$ cat config.mk
export PLATFORM = sky130hd
export DESIGN_NAME = sgfix_obuf
export DESIGN_NICKNAME = d
export VERILOG_FILES = /design/src/sgfix_pkg.sv /design/src/sgfix_obuf.sv
export SDC_FILE = /design/constraint.sdc
export NUM_CORES = 1
export LEC_CHECK = 0
export CAP_MARGIN = 20
export CORE_MARGIN = 1.5
export CORE_UTILIZATION = 40
export DETAILED_ROUTE_END_ITERATION = 6
export DONT_BUFFER_PORTS = 1
export HOLD_SLACK_MARGIN = 0.06
export PLACE_DENSITY_LB_ADDON = 0.2
export SYNTH_ARGS = -nofsm -noshare
export SYNTH_HDL_FRONTEND = slang
export SYNTH_SLANG_ARGS = --single-unit
export TNS_END_PERCENT = 10
$ cat constraint.sdc
create_clock -name i_clk -period 10.2 [get_ports i_clk]
set_input_delay 1.53 -clock i_clk [delete_from_list [all_inputs] [get_ports i_clk]]
set_output_delay 1.53 -clock i_clk [all_outputs]
set_load 0.005 [all_outputs]
$ cat src/sgfix_pkg.sv
package sgfix_pkg;

    // quotient bits produced by each divider
    localparam int SGF_QW = 32;

    // configuration register indexes
    localparam int SGF_CFG_IW = 2;
    localparam logic [SGF_CFG_IW-1:0] CFG_MIN_DENSITY  = 2'd0;
    localparam logic [SGF_CFG_IW-1:0] CFG_MIN_GAMMA    = 2'd1;
    localparam logic [SGF_CFG_IW-1:0] CFG_MIN_PRESSURE = 2'd2;

    // signed 32-bit limits and 1.0 in Q15.16
    localparam logic signed [31:0] SGF_S32_MAX = 32'sh7fffffff;
    localparam logic signed [31:0] SGF_S32_MIN = 32'sh80000000;
    localparam logic signed [32:0] SGF_ONE     = 33'sd65536;

    // input word: one cell
    typedef struct packed {
        logic signed [31:0] density;
        logic signed [31:0] mom_x;
        logic signed [31:0] mom_y;
        logic signed [31:0] mom_z;
        logic signed [31:0] energy;
        logic signed [31:0] gamma_term;
        logic signed [31:0] pressure_term;
    } t_in;

    // output word
    typedef struct packed {
        logic signed [31:0] new_density;
        logic signed [31:0] new_energy;
        logic signed [31:0] new_gamma_term;
        logic signed [31:0] new_pressure_term;
    } t_out;

    // clamped quantities carried down the pipe
    typedef struct packed {
        logic signed [31:0] r_new;
        logic signed [31:0] g_new;
        logic signed [31:0] p_new;
    } t_clamp;

    // signed, saturated quotient from a magnitude quotient and flags
    function automatic logic signed [31:0] sgf_sat_quo(input logic neg, input logic ovf,
                                                       input logic zz, input logic [31:0] qm);
        logic signed [31:0] res;
        if (zz) begin
            res = '0;
        end else if (ovf) begin
            res = neg ? SGF_S32_MIN : SGF_S32_MAX;
        end else if (!neg) begin
            res = qm[31] ? SGF_S32_MAX : $signed(qm);
        end else if (qm > 32'h80000000) begin
            res = SGF_S32_MIN;
        end else begin
            res = $signed(~qm + 32'd1);
        end
        return res;
    endfunction

    // saturate a 52-bit signed value to 32 bits
    function automatic logic signed [31:0] sgf_sat52(input logic signed [51:0] v);
        logic signed [31:0] res;
        if (v > 52'sd2147483647) begin
            res = SGF_S32_MAX;
        end else if (v < -52'sd2147483648) begin
            res = SGF_S32_MIN;
        end else begin
            res = v[31:0];
        end
        return res;
    endfunction

endpackage

$ cat src/sgfix_obuf.sv
module sgfix_obuf (
    input  logic                i_clk,
    input  logic                i_rst_n,
    input  logic                i_valid,
    input  sgfix_pkg::t_out     i_data,
    output logic                o_en,
    output logic                o_out_valid,
    output sgfix_pkg::t_out     o_out_data,
    input  logic                i_out_ready
);
    import sgfix_pkg::*;

    logic r_out_v;
    logic r_skid_v;
    logic n_out_v;
    logic n_skid_v;
    t_out r_out_d;
    t_out r_skid_d;
    t_out n_out_d;
    t_out n_skid_d;
    logic w_take;

    // pipe moves whenever the skid slot is free
    assign o_en   = !r_skid_v;
    assign w_take = r_out_v && i_out_ready;

    // output register plus one skid word
    always_comb begin
        n_out_v  = r_out_v;
        n_out_d  = r_out_d;
        n_skid_v = r_skid_v;
        n_skid_d = r_skid_d;
        if (r_skid_v) begin
            if (w_take) begin
                n_out_d  = r_skid_d;
                n_skid_v = 1'b0;
            end
        end else if (!r_out_v || w_take) begin
            n_out_v = i_valid;
            n_out_d = i_data;
        end else if (i_valid) begin
            n_skid_v = 1'b1;
            n_skid_d = i_data;
        end
    end

    always_ff @(posedge i_clk) begin
        if (!i_rst_n) begin
            r_out_v  <= 1'b0;
            r_skid_v <= 1'b0;
        end else begin
            r_out_v  <= n_out_v;
            r_skid_v <= n_skid_v;
        end
    end

    always_ff @(posedge i_clk) begin
        r_out_d  <= n_out_d;
        r_skid_d <= n_skid_d;
    end

    assign o_out_valid = r_out_v;
    assign o_out_data  = r_out_d;

endmodule

==> flow_summary.json <==
{
  "r2r-start": "r_skid_v",
  "cts_resized": 0,
  "regToRegSetupSlack_ns": 7.31,
  "cp-end-kind": "flip-flop",
  "pin_count": 262,
  "clock_path_buffers": 3,
  "drc": 0,
  "worstPathArrival_ns": 3.30,
  "port_buffers": 0,
  "syn-num-nets": 543,
  "worst_pin_slew_ns": 0.9816,
  "clk_pin_slew_ns": 0.06,
  "finalMaxSlewViolations": 0,
  "rsz0062_at_grt": "false",
  "dieArea_um2": 24850,
  "path_buf_inv": 2,
  "place_congestion": 0.7318,
  "numCtsBuffers": 27,
  "final_cell_mix": "256 x edfxtp_1, 72 x mux2_2, 56 x mux2_4, 27 x clkbuf_16, 8 x clkinv_2",
  "initial_core_util_pct": 40.75,
  "layout_min_cycle_time_ns": 3.162,
  "antenna_found_initial": 0,
  "num_rows": 56,
  "p_leak_nw": 3.587,
  "finalSetupViolations": 0,
  "path_common_cell": "buf_4",
  "antenna_cells": 0,
  "max_freq_ghz": 0.3163,
  "crit_family": "buffers and inverters",
  "clock_latency_ns": 0.52,
  "ys_warn_count": 0,
  "grt_pass1_wl_um": 24480,
  "startpoint_type": "input port",
  "drt-pass1-iter-count": 4,
  "fin_crit_sh_pct": 31.00,
  "tns_ns": 0,
  "grt_max_degree": 68,
  "syn_inst": 411,
  "ys_seq_elements": 258,
  "worst_path_largest_cell_delay_ns": 0.80,
  "dpl_cell_area_um2": 9896,
  "htree_levels": 1,
  "max_slew_margin_pct": 34.56,
  "criticalPathCategory": "input port to flip-flop",
  "cts_setup_buffers": 0,
  "ys_types": 15,
  "pwr_density_cell_nw_per_um2": 216.1,
  "cts_tree": "done",
  "reg2reg_to": "o_out_data[65]",
  "final_common_cell": "edfxtp_1",
  "clock-sinks": 258,
  "crit_required_ns": 10.34,
  "outcome": "finished, final reports clean",
  "drtAntennaViolNets": 0,
  "syn_area_um2": 9565,
  "syn_avg_cell_area_um2": 23.27,
  "worstPathCellList": "nand2_1 -> o21ai_4 -> buf_4 -> buf_4",
  "hold_ws_ns": 0.5406,
  "nNetsFinal": 563,
  "vias": 3813,
  "holdPathStages": 1,
  "drt_iter0_drc": 184,
  "path_max_fanout": 66,
  "min_path_type": "flip-flop to flip-flop",
  "drt_wl_total_um": 16780,
  "hold_path_end": "o_out_data[119]",
  "holdBufCountCts": 0,
  "skew_ns": 0.007539,
  "worst-r2r-cell-count": 3,
  "drive_gt1_share_pct": 38.58,
  "seq_area_frac_synth_pct": 80.78,
  "viasPerCell": 4.952,
  "final_area_um2": 10720,
  "grt_pass1_vias": 3939,
  "die_h_um": 157.6,
  "n_fill_cell": 1979,
  "gr-usage-all-layers_pct": 13.01,
  "hold_violations": 0,
  "maxCapViolations": 0,
  "wl_per_cell_um": 21.79,
  "area_growth_pct": 12.02,
  "coreArea_um2": 23470,
  "dpl.hpwl_um": 10510,
  "dieWidth_um": 157.6,
  "cts_root_buf": "clkbuf_16",
  "overflow": 0,
  "ir_worst_vdd_v": 0.0001327,
  "hp-start": "r_skid_d[119]",
  "crit_slowest_cell": "buf_4"
}
[cell usage after synthesis]
master | count | area share [%]
mux2_2 | 72 | 8.5
dfxtp_1 | 2 | 0.42
o21ai_1 | 1 | 0.052
and3b_1 | 1 | 0.092
a21oi_1 | 1 | 0.052
mux2_4 | 56 | 8.8
nand3b_1 | 1 | 0.079
buf_2 | 7 | 0.37
edfxtp_1 | 256 | 80
nand2_1 | 2 | 0.079
o21ai_0 | 1 | 0.052
buf_6 | 8 | 0.94
and4bb_2 | 1 | 0.13
inv_1 | 1 | 0.039
nor2b_1 | 1 | 0.065
[routing by layer]
metal / GRT usage (%) / part of all wire (%)
met5: 0 / 0
met4: 3.594 / 2.0
met3: 7.829 / 15
met2: 18.71 / 44
met1: 16.46 / 39
[logic make-up (layout without fill, tap and decap cells)]
logic type             after synthesis  in the layout  share of synthesized area [%]
AO/OA/AOI/OAI                        3              3                         0.1568
multiplexers                       128            128                          17.27
buffers and inverters               16             56                          1.347
flip-flops                         258            258                          80.78
AND/OR/NAND/NOR                      6              6                         0.4448
[cell type report]
class                           instances  area [um2]  area share, %
Clock buffer                           32       694.4          6.481
Clock inverter                         17       105.1         0.9808
Inverter                                1       3.754        0.03503
Multi-Input combinational cell        137        1724          16.09
Sequential cell                       258        7731          72.15
Tap cell                              319       399.1          3.725
Timing Repair Buffer                    6       57.56         0.5371
[sequential cells by signal, indices dropped and copies added (netlist names)]
register	cells
o_out_data	128
r_skid_d	128
o_out_valid	1
r_skid_v	1
[worst reg2reg max path: stages (launching register included)]
cell	delay (ns)
dfxtp_4	0.58
buf_4	0.69
buf_4	0.85
mux2_2	0.51
[through the flow]
step	power (mW)	instances	util, %	setup WS (ns)
final	2.316	770	45.65	7.038
after global routing	2.406	770	45.65	6.885
after CTS	2.351	769	45.57	6.854
after detailed placement	1.452	720	42.16	6.294
after global placement	1.450	720	42.16	6.349
after floorplan	1.425	411	-	3.235
[power by group]
group	switching (mW)	total, mW	internal (mW)
logic	0.0567	0.110	0.0537
registers	0.0466	1.32	1.27
clock network	0.380	0.888	0.508
total	0.483	2.32	1.83
[how the worst max path moves through the flow]
stage,startpoint,end,slack (ns),cells past startpoint
2_1_floorplan,r_skid_v,o_out_data[0],3.23,4
3_3_place_gp,i_out_ready,r_skid_d[95],6.35,2
3_5_place_dp,i_out_ready,r_skid_d[53],6.29,2
4_1_cts,i_out_ready,r_skid_d[104],6.85,2
5_1_grt,i_out_ready,o_out_data[81],6.89,4
6_report,i_out_ready,o_out_data[81],7.04,4
Note: power is estimated with default switching activity, not from simulation.
