--- config.mk ---
export PLATFORM = sky130hd
export DESIGN_NAME = sgfix_div
export DESIGN_NICKNAME = d
export VERILOG_FILES = /design/src/sgfix_pkg.sv /design/src/sgfix_div.sv
export SDC_FILE = /design/constraint.sdc
export NUM_CORES = 2
export LEC_CHECK = 0
export ABC_AREA = 0
export BUFFER_PORTS_ARGS = -buffer_cell sky130_fd_sc_hd__buf_4
export CAP_MARGIN = 20
export CORE_MARGIN = 10
export CORE_UTILIZATION = 40
export DETAILED_ROUTE_END_ITERATION = 12
export SETUP_SLACK_MARGIN = 0.4
export SYNTH_ARGS = -nofsm -noshare
export SYNTH_HDL_FRONTEND = slang
export SYNTH_SLANG_ARGS = --single-unit
--- constraint.sdc ---
create_clock -name i_clk -period 4.7 [get_ports i_clk]
set_clock_uncertainty 0.1 [all_clocks]
set_input_delay 0.235 -clock i_clk [delete_from_list [all_inputs] [get_ports i_clk]]
set_output_delay 0.235 -clock i_clk [all_outputs]
set_load 0.03 [all_outputs]
--- src/sgfix_pkg.sv ---
package sgfix_pkg;

    // quotient bits produced by each divider
    localparam int SGF_QW = 32;

    // configuration register indexes
    localparam int SGF_CFG_IW = 2;
    localparam logic [SGF_CFG_IW-1:0] CFG_MIN_DENSITY  = 2'd0;
    localparam logic [SGF_CFG_IW-1:0] CFG_MIN_GAMMA    = 2'd1;
    localparam logic [SGF_CFG_IW-1:0] CFG_MIN_PRESSURE = 2'd2;

    // signed 32-bit limits and 1.0 in Q15.16
    localparam logic signed [31:0] SGF_S32_MAX = 32'sh7fffffff;
    localparam logic signed [31:0] SGF_S32_MIN = 32'sh80000000;
    localparam logic signed [32:0] SGF_ONE     = 33'sd65536;

    // input word: one cell
    typedef struct packed {
        logic signed [31:0] density;
        logic signed [31:0] mom_x;
        logic signed [31:0] mom_y;
        logic signed [31:0] mom_z;
        logic signed [31:0] energy;
        logic signed [31:0] gamma_term;
        logic signed [31:0] pressure_term;
    } t_in;

    // output word
    typedef struct packed {
        logic signed [31:0] new_density;
        logic signed [31:0] new_energy;
        logic signed [31:0] new_gamma_term;
        logic signed [31:0] new_pressure_term;
    } t_out;

    // clamped quantities carried down the pipe
    typedef struct packed {
        logic signed [31:0] r_new;
        logic signed [31:0] g_new;
        logic signed [31:0] p_new;
    } t_clamp;

    // signed, saturated quotient from a magnitude quotient and flags
    function automatic logic signed [31:0] sgf_sat_quo(input logic neg, input logic ovf,
                                                       input logic zz, input logic [31:0] qm);
        logic signed [31:0] res;
        if (zz) begin
            res = '0;
        end else if (ovf) begin
            res = neg ? SGF_S32_MIN : SGF_S32_MAX;
        end else if (!neg) begin
            res = qm[31] ? SGF_S32_MAX : $signed(qm);
        end else if (qm > 32'h80000000) begin
            res = SGF_S32_MIN;
        end else begin
            res = $signed(~qm + 32'd1);
        end
        return res;
    endfunction

    // saturate a 52-bit signed value to 32 bits
    function automatic logic signed [31:0] sgf_sat52(input logic signed [51:0] v);
        logic signed [31:0] res;
        if (v > 52'sd2147483647) begin
            res = SGF_S32_MAX;
        end else if (v < -52'sd2147483648) begin
            res = SGF_S32_MIN;
        end else begin
            res = v[31:0];
        end
        return res;
    endfunction

endpackage

--- src/sgfix_div.sv ---
module sgfix_div #(
    parameter int DW = 32,
    parameter int PW = 1
) (
    input  logic                            i_clk,
    input  logic                            i_rst_n,
    input  logic                            i_en,
    input  logic                            i_valid,
    input  logic [DW-1:0]                   i_rem,
    input  logic [sgfix_pkg::SGF_QW-1:0]    i_low,
    input  logic [DW-1:0]                   i_den,
    input  logic [PW-1:0]                   i_side,
    output logic                            o_valid,
    output logic [sgfix_pkg::SGF_QW-1:0]    o_quo,
    output logic [PW-1:0]                   o_side
);
    import sgfix_pkg::*;

    localparam int AW = DW + SGF_QW;

    // per-stage sources and registers; remainder above, dividend/quotient bits below
    logic [AW-1:0] s_acc  [SGF_QW];
    logic [DW-1:0] s_den  [SGF_QW];
    logic [PW-1:0] s_side [SGF_QW];
    logic          s_vld  [SGF_QW];
    logic [AW-1:0] r_acc  [SGF_QW];
    logic [AW-1:0] n_acc  [SGF_QW];
    logic [DW-1:0] r_den  [SGF_QW];
    logic [PW-1:0] r_side [SGF_QW];
    logic          r_vld  [SGF_QW];

    assign s_acc[0]  = {i_rem, i_low};
    assign s_den[0]  = i_den;
    assign s_side[0] = i_side;
    assign s_vld[0]  = i_valid;

    // chain the stages
    for (genvar k = 1; k < SGF_QW; k++) begin : g_src
        assign s_acc[k]  = r_acc[k-1];
        assign s_den[k]  = r_den[k-1];
        assign s_side[k] = r_side[k-1];
        assign s_vld[k]  = r_vld[k-1];
    end

    // one restoring step per stage
    for (genvar k = 0; k < SGF_QW; k++) begin : g_step
        logic [DW:0] w_try;
        logic [DW:0] w_diff;
        logic        w_ge;

        assign w_try  = {s_acc[k][AW-1:SGF_QW], s_acc[k][SGF_QW-1]};
        assign w_diff = w_try - {1'b0, s_den[k]};
        assign w_ge   = w_try >= {1'b0, s_den[k]};
        assign n_acc[k] = {(w_ge ? w_diff[DW-1:0] : w_try[DW-1:0]),
                           s_acc[k][SGF_QW-2:0], w_ge};

        always_ff @(posedge i_clk) begin
            if (!i_rst_n) begin
                r_vld[k] <= 1'b0;
            end else if (i_en) begin
                r_vld[k] <= s_vld[k];
            end
        end

        always_ff @(posedge i_clk) begin
            if (i_en) begin
                r_acc[k]  <= n_acc[k];
                r_den[k]  <= s_den[k];
                r_side[k] <= s_side[k];
            end
        end
    end

    assign o_valid = r_vld[SGF_QW-1];
    assign o_quo   = r_acc[SGF_QW-1][SGF_QW-1:0];
    assign o_side  = r_side[SGF_QW-1];

endmodule

==> impl_metrics.yaml <==
status:
  status: "finished clean"
cts:
  cts_tree: "built"
  cts.sinks: 3072
  clock_path_buffers: 4
  clkLatencyLatePin_ns: 0.95
  numCtsBuffers: 347
  clockRootBuffer: "clkbuf_16"
  cts.htree.levels: 5
  cts.reportedPaths.clkPinSlew_ns: 0.06
timing:
  hold_viol: 0
  tns_ns: 0
  fin_crit_ns: 4.09
  worstMarginPinSlew_ns: 1.01
  setup_violations: 0
  relSlewSlack: 0.324
  grt_setup_unrepaired: "no"
  fmax_mhz: 245
  slew_violations: 0
  post-route-period-util: 0.869
floorplan:
  ios: 135
  die_w_um: 647
  row_count: 230
  start_util: 0.401
  core_um2: 392000
  die_h_um: 647
  die_area_um2: 419000
placement:
  gp_congestion: 0.899
  dp_hpwl_um: 259000
  portBuffers: 134
  place_area_um2: 165000
logic_synthesis:
  synth.ff_latch_count: 3072
  yosysWarnings: 0
  synth_fp_nets: 14100
  yosys.area_share.simple: 0.0803
  synthArstFlopShare: 0
  synth.area.mux_share: 0.0320
  synth_top_family_by_area: "compound AO/OA/AOI/OAI gates"
  synth-main-ff-cell: "edfxtp_1"
  syn_area_per_cell_um2: 12.1
  synth-adder-area-share: 0.0854
  synth_xor_xnor_area_share: 0.0458
  synth_compound_area_frac: 0.132
  synth_edf_count: 3071
  synth.distinct_cells: 98
  seq_area_frac_synth: 0.586
  netlist_instances: 13000
  syn_area_um2: 157000
detailed_routing:
  postRouteAntennaNets: 0
  via_per_inst: 5.19
  finalWirelength_um: 350000
  drt_iter0_markers: 6512
  drtPass1Iterations: 6
  vias: 98800
  post_drt_wl_per_cell_um: 18.4
  drc: 0
pwr:
  intPower_w: 0.0781
  p_sw_w: 0.0441
  max-vdd-ir-drop_v: 0.000330
  swShare: 0.361
  power.density_nw_per_um2: 683
  p_clk_frac: 0.216
  power_leakage_nw: 71.1
  seqPwrFrac: 0.357
  combinationalPowerShare: 0.427
final_layout:
  fin_area_um2: 179000
  drive_gt1_frac: 0.0946
  mostFrequentLayoutCells: "edfxtp_1 (3071), inv_1 (1274), a21oi_1 (1044), ha_1 (1024), nand2_1 (880)"
  area_growth_pct: 13.7
  final_common_cell: "edfxtp_1"
  final_nets: 14700
  fillers: 35400
job:
  cap_violations: 0
global_routing:
  gr-total-overflow: 0
  grt_first_pass_wirelength_um: 545000
  antenna_found_initial: 2
  grt_pass1_vias: 97100
  track_usage: 0.162
  grt_max_degree: 141
setup_path:
  path_cells: "ha_1 -> nor2b_1 -> o31a_1 -> o32ai_1 -> o211a_1 -> o21ai_0 -> a211oi_1 -> nand2b_1 -> mux2_2 -> o311ai_0 -> mux2_2"
  critPathCaptureType: "flip-flop"
  worst-setup-path-type: "flip-flop to flip-flop"
  required_ns: 5.27
  crit_path_max_fanout: 5
  cp_common_cell: "mux2_2"
  startpoint_type: "flip-flop"
  worst_ep_arrival_time_ns: 4.66
  critPathMaxStageDelay_ns: 0.53
  crit_path_top_delay_cell: "a211oi_1"
worst_hold_path:
  hold_path_class: "input pin to flip-flop"
==> critical path: cells and delay by family, from the launching register on <==
family	cells	cell delay, ns
adders and majority gates	1	0.39
muxes	2	0.58
AOI/OAI and AO/OA	6	1.90
and+or+nand+nor	2	0.48
DFF	1	0.39
==> cell type report <==
type	count	area [um^2]	area share
timing repair buffer	509	4920	0.0275
antenna	3	7.51	0.0000420
sequential	3072	92200	0.516
clock inverter	206	1940	0.0109
clock buffer	420	9150	0.0512
tap	5220	6530	0.0365
multi-input combinational	8319	59200	0.331
inverter	1275	4790	0.0268
==> synthesized netlist by cell type, types with 55 or more instances <==
cell type,instances,share of area
xnor2_1,475,0.026
o21a_1,142,0.0068
and3_1,124,0.0049
nor3_1,112,0.0036
inv_1,1274,0.030
o21ai_0,791,0.025
nand2b_1,132,0.0052
o21bai_1,118,0.0056
and2_1,55,0.0022
nand2_1,881,0.021
nor2b_1,151,0.0060
ha_1,1024,0.081
nor2_1,635,0.015
a21oi_1,1048,0.033
a21o_1,486,0.023
nand3_1,213,0.0068
o31a_1,61,0.0034
clkbuf_1,217,0.0052
buf_2,63,0.0020
mux2_2,416,0.030
nand4_1,158,0.0063
edfxtp_1,3071,0.59
xor2_1,348,0.019
a211oi_1,77,0.0037
o31ai_1,74,0.0035
a31oi_1,115,0.0046
==> kinds of logic (layout without fill, tap and decap cells) <==
group / count (synthesis) / count (layout)
flip-flops: 3072 / 3072
other: 0 / 3
XOR/XNOR: 823 / 823
AND/OR/NAND/NOR: 2661 / 2661
multiplexers: 451 / 451
adder cells (fa/ha/maj): 1055 / 1055
AO/OA/AOI/OAI: 3328 / 3329
buffers and inverters: 1571 / 2410
==> power groups by stage <==
stage          clock network, W  registers [W]  logic, W
3_3_place_gp                  0         0.0443    0.0510
5_1_grt                  0.0284         0.0442    0.0581
3_5_place_dp                  0         0.0442    0.0514
2_1_floorplan                 0         0.0418    0.0398
6_report                 0.0264         0.0436    0.0521
4_1_cts                  0.0273         0.0438    0.0520
==> registers in the layout, indices dropped and copies added, names as in the netlist <==
signal / cells
r_acc: 2016
r_den: 992
r_side: 32
r_vld: 32
==> routing by layer <==
layer  vias up  share of wire  wire (um)  track usage
met5         -              0          0            0
met4         0          0.044      15600       0.0656
met3       709          0.035      12200       0.0193
met2      1885           0.51     177000        0.294
met1     47200           0.42     146000        0.194
li1      49000              -          -            -
==> metrics by stage <==
| step | utilization | total power [W] | hold slack [ns] | setup slack, ns | cells |
|---|---|---|---|---|---|
| 6_report | 0.456 | 0.122 | 0.106 | 0.614 | 19000 |
| 5_1_grt | 0.456 | 0.131 | 0.0882 | 0.419 | 19000 |
| 4_1_cts | 0.456 | 0.123 | 0.0132 | 0.413 | 19000 |
| 3_5_place_dp | 0.422 | 0.0956 | 0.305 | 0.667 | 18200 |
| 3_3_place_gp | 0.422 | 0.0954 | 0.300 | 0.634 | 18200 |
| 2_1_floorplan | - | 0.0816 | 0.234 | 1.31 | 13000 |
==> worst paths after layout <==
check / startpoint / end / slack (ns) / depth (start not counted)
setup / recovery: r_acc[1][673] / r_acc[1][766] / 0.61 / 11
hold / removal: i_rem[3] / r_acc[0][36] / 0.11 / 3
setup reg to reg: r_acc[1][673] / r_acc[1][766] / 0.61 / 11
hold reg to reg: r_acc[0][341] / r_acc[0][406] / 0.27 / 0
==> what timing repair did <==
item | 4_1_cts | 5_1_grt
hold buffers | 224 | 0
endpoints found under the hold margin | 201 | 0
endpoints found under the setup margin | 0 | 27
buffers inserted | 0 | 2
gates resized for setup | 0 | 6
No activity file was read; power rests on OpenSTA's default activity.
